## src/rtl/core/srec_pkg.sv

```systemverilog
`timescale 1ns / 1ps

package srec_pkg;

  // default number of data bytes in a full S1 record
  localparam int unsigned RecordDataBytesDefault = 32;

  // bytes besides the data in the count: address high, address low, checksum
  localparam logic [7:0] RecOverhead = 8'd3;

  // count byte of an S9 end record
  localparam logic [7:0] EndCount = 8'd3;

  // input item actions
  typedef enum logic [1:0] {
    ACT_BYTE  = 2'd0,
    ACT_WORD  = 2'd1,
    ACT_FLUSH = 2'd2,
    ACT_END   = 2'd3
  } action_e;

  // output record kinds
  typedef enum logic {
    KIND_S1 = 1'b0,
    KIND_S9 = 1'b1
  } kind_e;

  // sequencer states
  typedef enum logic [3:0] {
    ST_IDLE,
    ST_ADD_LO,
    ST_ADD_HI,
    ST_REC_COUNT,
    ST_REC_ADDR_HI,
    ST_REC_ADDR_LO,
    ST_REC_DATA,
    ST_REC_SUM,
    ST_END_COUNT,
    ST_END_HI,
    ST_END_LO,
    ST_END_SUM
  } state_e;

endpackage

```

## src/rtl/core/srecord_s1_record_builder_unit.sv

```systemverilog
`timescale 1ns / 1ps

// channel   | direction | handshake                    | payload
// ----------+-----------+------------------------------+--------------------------------------
// input     | in        | in_valid_i / in_ready_o      | action_i, data_value_i, location_i
// output    | out       | out_valid_o / out_ready_i    | record_kind_o, out_byte_o, last_o
// config    | in        | cfg_we_i (no wait)           | cfg_wdata_i (start_address)
//
// a byte item is accepted, then makes one pass through the shared adder, a word item two;
// an item that closes a record then sends its count, address, data and checksum bytes, an end
// item an S9 record; the single output register passes one record byte a cycle when not stalled.
// an output stall holds the sequencer in its current byte; the last byte of an item may wait
// in the output register while the next item is taken.
// reset is asynchronous, active low, and needs no clearing pass; the data buffer is only
// read at entries written in the open record.

module srecord_s1_record_builder_unit #(
  parameter int unsigned RECORD_DATA_BYTES = srec_pkg::RecordDataBytesDefault
) (
  input  logic        clk_i,
  input  logic        rst_ni,
  input  logic        cfg_we_i,
  input  logic [15:0] cfg_wdata_i,
  input  logic        in_valid_i,
  output logic        in_ready_o,
  input  logic [1:0]  action_i,
  input  logic [15:0] data_value_i,
  input  logic [15:0] location_i,
  output logic        out_valid_o,
  input  logic        out_ready_i,
  output logic        record_kind_o,
  output logic [7:0]  out_byte_o,
  output logic        last_o
);

  import srec_pkg::*;

  localparam int unsigned FillW = $clog2(RECORD_DATA_BYTES + 1);
  localparam int unsigned IdxW  = (RECORD_DATA_BYTES > 1) ? $clog2(RECORD_DATA_BYTES) : 1;
  localparam logic [FillW-1:0] FillMax = FillW'(RECORD_DATA_BYTES);

  // state and registers
  state_e            state_q, state_d;
  logic [FillW-1:0]  fill_q, fill_d;
  logic [FillW-1:0]  idx_q, idx_d;
  logic [15:0]       base_q, base_d;
  logic [7:0]        sum_q, sum_d;
  logic [15:0]       start_q;
  logic              hi_pending_q, hi_pending_d;
  action_e           act_q;
  logic [15:0]       value_q;
  logic [15:0]       loc_q;
  logic              out_valid_q;
  logic              out_kind_q;
  logic [7:0]        out_byte_q;
  logic              out_last_q;
  logic [7:0]        rd_data_q;
  logic [7:0]        mem_q [RECORD_DATA_BYTES];

  // datapath signals
  logic              in_xfer;
  logic              slot_free;
  logic              do_add;
  logic [7:0]        add_byte;
  logic [15:0]       add_loc;
  logic [FillW-1:0]  fill_inc;
  logic              rec_full;
  logic [FillW-1:0]  idx_inc;
  logic              data_done;
  logic [7:0]        count_byte;
  logic [15:0]       pair_src;
  logic [7:0]        pair_sum;
  logic [7:0]        add_a, add_b, add_y;
  logic              mem_we;
  logic              load_out;
  logic              nxt_kind;
  logic [7:0]        nxt_byte;
  logic              nxt_last;

  assign in_ready_o = (state_q == ST_IDLE);
  assign in_xfer    = in_valid_i & in_ready_o;
  assign slot_free  = ~out_valid_q | out_ready_i;

  // byte and location of the add step
  assign do_add     = (state_q == ST_ADD_LO) || (state_q == ST_ADD_HI);
  assign add_byte   = (state_q == ST_ADD_HI) ? value_q[15:8] : value_q[7:0];
  assign add_loc    = (state_q == ST_ADD_HI) ? (loc_q + 16'd1) : loc_q;
  assign fill_inc   = fill_q + FillW'(1);
  assign rec_full   = (fill_inc == FillMax);
  assign idx_inc    = idx_q + FillW'(1);
  assign data_done  = (idx_inc == fill_q);
  assign count_byte = 8'(fill_q) + RecOverhead;

  // shared adder: running sum on adds, checksum on the last byte of a record
  assign pair_src = (state_q == ST_END_SUM) ? start_q : add_loc;
  assign pair_sum = pair_src[15:8] + pair_src[7:0];

  always_comb begin
    unique case (state_q)
      ST_REC_SUM: begin
        add_a = sum_q;
        add_b = count_byte;
      end
      ST_END_SUM: begin
        add_a = pair_sum;
        add_b = EndCount;
      end
      default: begin
        add_a = (fill_q == '0) ? pair_sum : sum_q;
        add_b = add_byte;
      end
    endcase
  end

  assign add_y = add_a + add_b;

  // next state
  always_comb begin
    state_d = state_q;
    unique case (state_q)
      ST_IDLE: begin
        if (in_xfer) begin
          unique case (action_e'(action_i))
            ACT_BYTE, ACT_WORD: state_d = ST_ADD_LO;
            ACT_FLUSH:          state_d = (fill_q != '0) ? ST_REC_COUNT : ST_IDLE;
            ACT_END:            state_d = ST_END_COUNT;
            default:            state_d = ST_IDLE;
          endcase
        end
      end
      ST_ADD_LO: begin
        if (rec_full) begin
          state_d = ST_REC_COUNT;
        end else if (act_q == ACT_WORD) begin
          state_d = ST_ADD_HI;
        end else begin
          state_d = ST_IDLE;
        end
      end
      ST_ADD_HI: begin
        state_d = rec_full ? ST_REC_COUNT : ST_IDLE;
      end
      ST_REC_COUNT:   if (slot_free) state_d = ST_REC_ADDR_HI;
      ST_REC_ADDR_HI: if (slot_free) state_d = ST_REC_ADDR_LO;
      ST_REC_ADDR_LO: if (slot_free) state_d = ST_REC_DATA;
      ST_REC_DATA:    if (slot_free && data_done) state_d = ST_REC_SUM;
      ST_REC_SUM: begin
        if (slot_free) state_d = hi_pending_q ? ST_ADD_HI : ST_IDLE;
      end
      ST_END_COUNT:   if (slot_free) state_d = ST_END_HI;
      ST_END_HI:      if (slot_free) state_d = ST_END_LO;
      ST_END_LO:      if (slot_free) state_d = ST_END_SUM;
      ST_END_SUM:     if (slot_free) state_d = ST_IDLE;
      default:        state_d = ST_IDLE;
    endcase
  end

  // sequencer outputs and datapath updates
  always_comb begin
    fill_d       = fill_q;
    idx_d        = idx_q;
    base_d       = base_q;
    sum_d        = sum_q;
    hi_pending_d = hi_pending_q;
    mem_we       = 1'b0;
    load_out     = 1'b0;
    nxt_kind     = KIND_S1;
    nxt_byte     = count_byte;
    nxt_last     = 1'b0;
    unique case (state_q)
      ST_IDLE: begin
        if (in_xfer) hi_pending_d = (action_e'(action_i) == ACT_WORD);
      end
      ST_ADD_LO, ST_ADD_HI: begin
        mem_we = 1'b1;
        fill_d = fill_inc;
        sum_d  = add_y;
        if (fill_q == '0) base_d = add_loc;
        if (state_q == ST_ADD_HI) hi_pending_d = 1'b0;
      end
      ST_REC_COUNT: begin
        load_out = slot_free;
        nxt_byte = count_byte;
        if (slot_free) idx_d = '0;
      end
      ST_REC_ADDR_HI: begin
        load_out = slot_free;
        nxt_byte = base_q[15:8];
      end
      ST_REC_ADDR_LO: begin
        load_out = slot_free;
        nxt_byte = base_q[7:0];
      end
      ST_REC_DATA: begin
        load_out = slot_free;
        nxt_byte = rd_data_q;
        if (slot_free) idx_d = idx_inc;
      end
      ST_REC_SUM: begin
        load_out = slot_free;
        nxt_byte = ~add_y;
        nxt_last = 1'b1;
        if (slot_free) begin
          fill_d = '0;
          sum_d  = '0;
        end
      end
      ST_END_COUNT: begin
        load_out = slot_free;
        nxt_kind = KIND_S9;
        nxt_byte = EndCount;
      end
      ST_END_HI: begin
        load_out = slot_free;
        nxt_kind = KIND_S9;
        nxt_byte = start_q[15:8];
      end
      ST_END_LO: begin
        load_out = slot_free;
        nxt_kind = KIND_S9;
        nxt_byte = start_q[7:0];
      end
      ST_END_SUM: begin
        load_out = slot_free;
        nxt_kind = KIND_S9;
        nxt_byte = ~add_y;
        nxt_last = 1'b1;
      end
      default: begin
        load_out = 1'b0;
      end
    endcase
  end

  // control registers
  always_ff @(posedge clk_i or negedge rst_ni) begin
    if (!rst_ni) begin
      state_q      <= ST_IDLE;
      fill_q       <= '0;
      idx_q        <= '0;
      base_q       <= '0;
      sum_q        <= '0;
      start_q      <= '0;
      hi_pending_q <= 1'b0;
      out_valid_q  <= 1'b0;
    end else begin
      state_q      <= state_d;
      fill_q       <= fill_d;
      idx_q        <= idx_d;
      base_q       <= base_d;
      sum_q        <= sum_d;
      hi_pending_q <= hi_pending_d;
      if (cfg_we_i) start_q <= cfg_wdata_i;
      if (load_out) begin
        out_valid_q <= 1'b1;
      end else if (out_ready_i) begin
        out_valid_q <= 1'b0;
      end
    end
  end

  // item and output payload
  always_ff @(posedge clk_i) begin
    if (in_xfer) begin
      act_q   <= action_e'(action_i);
      value_q <= data_value_i;
      loc_q   <= location_i;
    end
    if (load_out) begin
      out_kind_q <= nxt_kind;
      out_byte_q <= nxt_byte;
      out_last_q <= nxt_last;
    end
  end

  // data buffer, read one entry ahead of the sequencer
  always_ff @(posedge clk_i) begin
    if (mem_we) mem_q[fill_q[IdxW-1:0]] <= add_byte;
    rd_data_q <= mem_q[idx_d[IdxW-1:0]];
  end

  assign out_valid_o   = out_valid_q;
  assign record_kind_o = out_kind_q;
  assign out_byte_o    = out_byte_q;
  assign last_o        = out_last_q;

  // checks
  assert property (@(posedge clk_i) disable iff (!rst_ni) fill_q <= FillMax)
    else $error("fill count beyond record size");

  assert property (@(posedge clk_i) disable iff (!rst_ni)
    (state_q == ST_REC_COUNT || state_q == ST_REC_ADDR_HI || state_q == ST_REC_ADDR_LO ||
     state_q == ST_REC_DATA || state_q == ST_REC_SUM) |-> fill_q != '0)
    else $error("emitting an empty record");

  assert property (@(posedge clk_i) disable iff (!rst_ni)
    (state_q == ST_REC_SUM && slot_free) |=> (fill_q == '0 && sum_q == '0))
    else $error("record state not cleared after checksum");

  assert property (@(posedge clk_i) disable iff (!rst_ni)
    (state_q == ST_ADD_HI) |-> act_q == ACT_WORD)
    else $error("high byte step without a word item");

endmodule

```

## config.mk

```make
export PLATFORM = sky130hd
export DESIGN_NAME = srecord_s1_record_builder_unit
export DESIGN_NICKNAME = d
export VERILOG_FILES = /design/src/rtl/core/srec_pkg.sv /design/src/rtl/core/srecord_s1_record_builder_unit.sv
export SDC_FILE = /design/constraint.sdc
export NUM_CORES = 1
export LEC_CHECK = 0
export BUFFER_PORTS_ARGS = -buffer_cell sky130_fd_sc_hd__buf_2
export CELL_PAD_IN_SITES_DETAIL_PLACEMENT = 0
export CELL_PAD_IN_SITES_GLOBAL_PLACEMENT = 1
export CORE_ASPECT_RATIO = 1.75
export CORE_MARGIN = 5
export CORE_UTILIZATION = 40
export CTS_CLUSTER_SIZE = 25
export DETAILED_ROUTE_END_ITERATION = 7
export PLACE_DENSITY = 0.76
export SYNTH_ARGS = -nofsm -noshare
export SYNTH_HDL_FRONTEND = slang
export SYNTH_SLANG_ARGS = --single-unit
```

## constraint.sdc

```tcl
create_clock -name clk_i -period 13.7 [get_ports clk_i]
set_clock_uncertainty 0.1 [all_clocks]
set_input_delay 1.37 -clock clk_i [delete_from_list [all_inputs] [get_ports clk_i]]
set_output_delay 1.37 -clock clk_i [all_outputs]
set_load 0.05 [all_outputs]
```

==> reports/qor.yml <==
worst_hold_path:
  worstHoldStart: "sum_q[2]"
  hold_class: "register to register"
  min_to: "sum_q[2]"
  whs_path_depth: 2
sta:
  fin_crit_ns: 6.25
  slew_viol_final: 0
  max_slew_margin: 0.167
  finalSetupViolations: 0
  hold_violations: 0
  tightestPinTransition_ns: 1.25
  setup_tns_ns: 0
  clock.fmax_mhz: 160
  min_period_over_period: 0.456
  fin_ws_ns: 7.45
  holdWs_ns: 0.391
  rsz0062_at_grt: "no"
synth:
  postSynth.asyncResetShare: 0.158
  seq_area_frac_synth: 0.645
  synth_fp_nets: 1297
  syn_area_um2: 16500
  synth_edf_count: 300
  ys.flop_type: "edfxtp_1"
  syn_avg_cell_area_um2: 13.5
  ys_seq_elements: 366
  synth_cells: 1217
  ys_types: 67
  yosysWarnings: 0
route:
  drt_wl_total_um: 41600
  routedWlPerCell_um: 22.6
  ant_nets: 0
  drt_iter0_markers: 609
  num_vias: 10000
  via_per_inst: 5.46
  drt_pre_antenna_iters: 5
  drc: 0
finish:
  fillCellCount: 3608
  drive_gt1_frac: 0.179
  utilization: 0.450
  multi_input_area_um2: 5470
  antenna_cells: 0
  area_growth_pct: 11.8
  seq_area_um2: 10600
  layout.nets: 1346
clock_network:
  clkSinkCount: 366
  cts_buffers: 30
  cts-resized-gates: 0
  postCtsHoldBufs: 0
  root_buffer: "clkbuf_16"
  clkSlewWorstSetupHoldPaths_ns: 0.08
  clkLatencyLatePin_ns: 0.60
  cts.path.max_buffers: 3
  cts_max_level: 1
  cts_setup_buffers: 0
  cts_tree: "yes"
grt:
  grt_pass1_vias: 10400
  grt_pass1_wl_um: 63000
  grt_start_max_net_pins: 62
  grt_usage: 0.182
  grt_overflow: 0
  antenna_found_initial: 0
pwr:
  leakagePower_nw: 6.66
  ir_drop_v: 0.000142
  p_total_mw: 4.07
  power_density_nw_per_um2: 222
floorplan:
  coreArea_um2: 40800
  io_pins: 67
  die_area_um2: 45400
  start_util: 0.403
  die_w_um: 163
  row_count: 98
  fp.dieH_um: 278
critical_path:
  crit_path_start_kind: "register"
  arrival_ns: 6.48
  crit_type: "register to register"
  r2r_setup_slack_ns: 7.45
  cp.required_ns: 13.93
  crit_fanout: 31
  r2r-end: "out_byte_o[4]"
  r2r_start: "state_q[1]"
  end_kind: "register"
  rr_worst_depth: 21
placement:
  dp_hpwl_um: 29400
  finalWeightedCongestion: 0.912
  port_buffers: 66
  post-place-ws_ns: 7.44
run_status:
  outcome: "finished clean"
flow_run:
  cap_violations: 0
-- sequential cells by signal, summed over array words and instances (netlist names) --
register	count
mem_q	256
base_q	16
loc_q	16
start_q	16
value_q	16
out_byte_o	8
rd_data_q	8
sum_q	8
fill_q	6
idx_q	6
state_q	4
act_q	2
hi_pending_q	1
last_o	1
out_valid_o	1
record_kind_o	1
-- synth_stat cells, types with 7 or more instances --
cell	instances	area, µm²
nand2b_1	7	43.8
o211a_1	8	80.1
clkbuf_1	36	135
nand3_1	14	70.1
nor3_1	8	40.0
nor2_1	112	420
mux2i_1	101	1010
dfrtp_1	58	1450
a211oi_1	13	97.6
xnor2_1	23	201
o221ai_1	17	149
o21ai_0	45	225
mux2_2	75	845
a22oi_1	19	143
a221oi_1	10	87.6
dfxtp_1	8	160
a22o_1	9	78.8
buf_1	10	37.5
nand2_1	95	357
xor2_1	21	184
o32ai_1	9	78.8
nor2b_1	11	68.8
a21oi_1	64	320
ha_1	23	288
edfxtp_1	300	9010
inv_1	15	56.3
buf_2	19	95.1
-- worst max-delay path by stage --
stage | slack, ns | cells past startpoint | startpoint | to
2_1_floorplan | 9.02 | 22 | state_q[0] | out_byte_o[7]
3_3_place_gp | 7.60 | 21 | state_q[1] | out_byte_o[4]
3_5_place_dp | 7.44 | 21 | state_q[1] | out_byte_o[4]
4_1_cts | 7.41 | 21 | state_q[1] | out_byte_o[4]
5_1_grt | 6.85 | 23 | state_q[1] | out_byte_o[4]
6_report | 7.45 | 21 | state_q[1] | out_byte_o[4]
-- critical path, stage by stage, from the launching register on --
cell	delay, ns
dfrtp_1	0.94
nor2b_1	0.62
and2_1	0.62
and3_1	0.26
nand4_1	0.14
nor2_1	0.25
nand2_1	0.10
xor2_1	0.17
a21oi_1	0.15
ha_1	0.21
inv_1	0.07
fa_1	0.50
mux2i_1	0.11
fa_1	0.47
a21o_1	0.17
a21oi_1	0.21
xnor2_1	0.23
nand2_1	0.13
o21ai_0	0.12
a21oi_1	0.09
a211oi_1	0.26
a21oi_1	0.06
-- layout by cell type, fill, tap and decap left out, drive strengths merged, types with 19 or more instances in the layout --
cell type  synthesis  final
edfxtp           300    300
nor2             112    112
mux2i            101    101
nand2             95     95
buf               35     88
mux2              75     75
a21oi             64     64
dfrtp             58     58
o21ai             48     48
clkbuf            36     34
xnor2             23     23
ha                23     23
xor2              21     21
a22oi             19     19
inv               17     19
-- logic make-up after synthesis --
kind of cell	count (synthesis)	synth area share
AO/OA/AOI/OAI	233	0.0965
XOR/XNOR	44	0.0234
adder cells (fa/ha/maj)	25	0.0199
buffers and inverters	88	0.0233
flip-flops	366	0.645
multiplexers	176	0.113
AND/OR/NAND/NOR	285	0.0786
-- power breakdown --
part	switching (mW)	internal, mW	total [mW]
Clock	0.407	0.508	0.916
Sequential	0.120	1.46	1.58
Combinational	1.02	0.564	1.58
Total	1.55	2.53	4.07
-- final cells by class --
class,instances,area share
multi-input cells,763,0.297
well taps,550,0.0374
repair buffers,88,0.0269
clock buffers,34,0.0422
flip-flops and latches,366,0.577
inverters,17,0.00347
clock inverters,22,0.0154
-- metrics by stage --
| step | instance area (µm²) | cells |
|---|---|---|
| 6_report | 18400 | 1840 |
| 5_1_grt | 18400 | 1840 |
| 4_1_cts | 18400 | 1840 |
| 3_5_place_dp | 17300 | 1784 |
| 3_3_place_gp | 17300 | 1784 |
| 2_1_floorplan | 16500 | 1217 |
-- per-layer routing --
| metal | track usage | vias to the layer above | part of all wire |
|---|---|---|---|
| met5 | 0 | - | 0 |
| met1 | 0.188 | 4999 | 0.34 |
| met2 | 0.352 | 266 | 0.56 |
| met4 | 0.108 | 0 | 0.069 |
| met3 | 0.0150 | 94 | 0.031 |
| li1 | - | 4680 | - |
No activity file was read; power rests on OpenSTA's default activity.
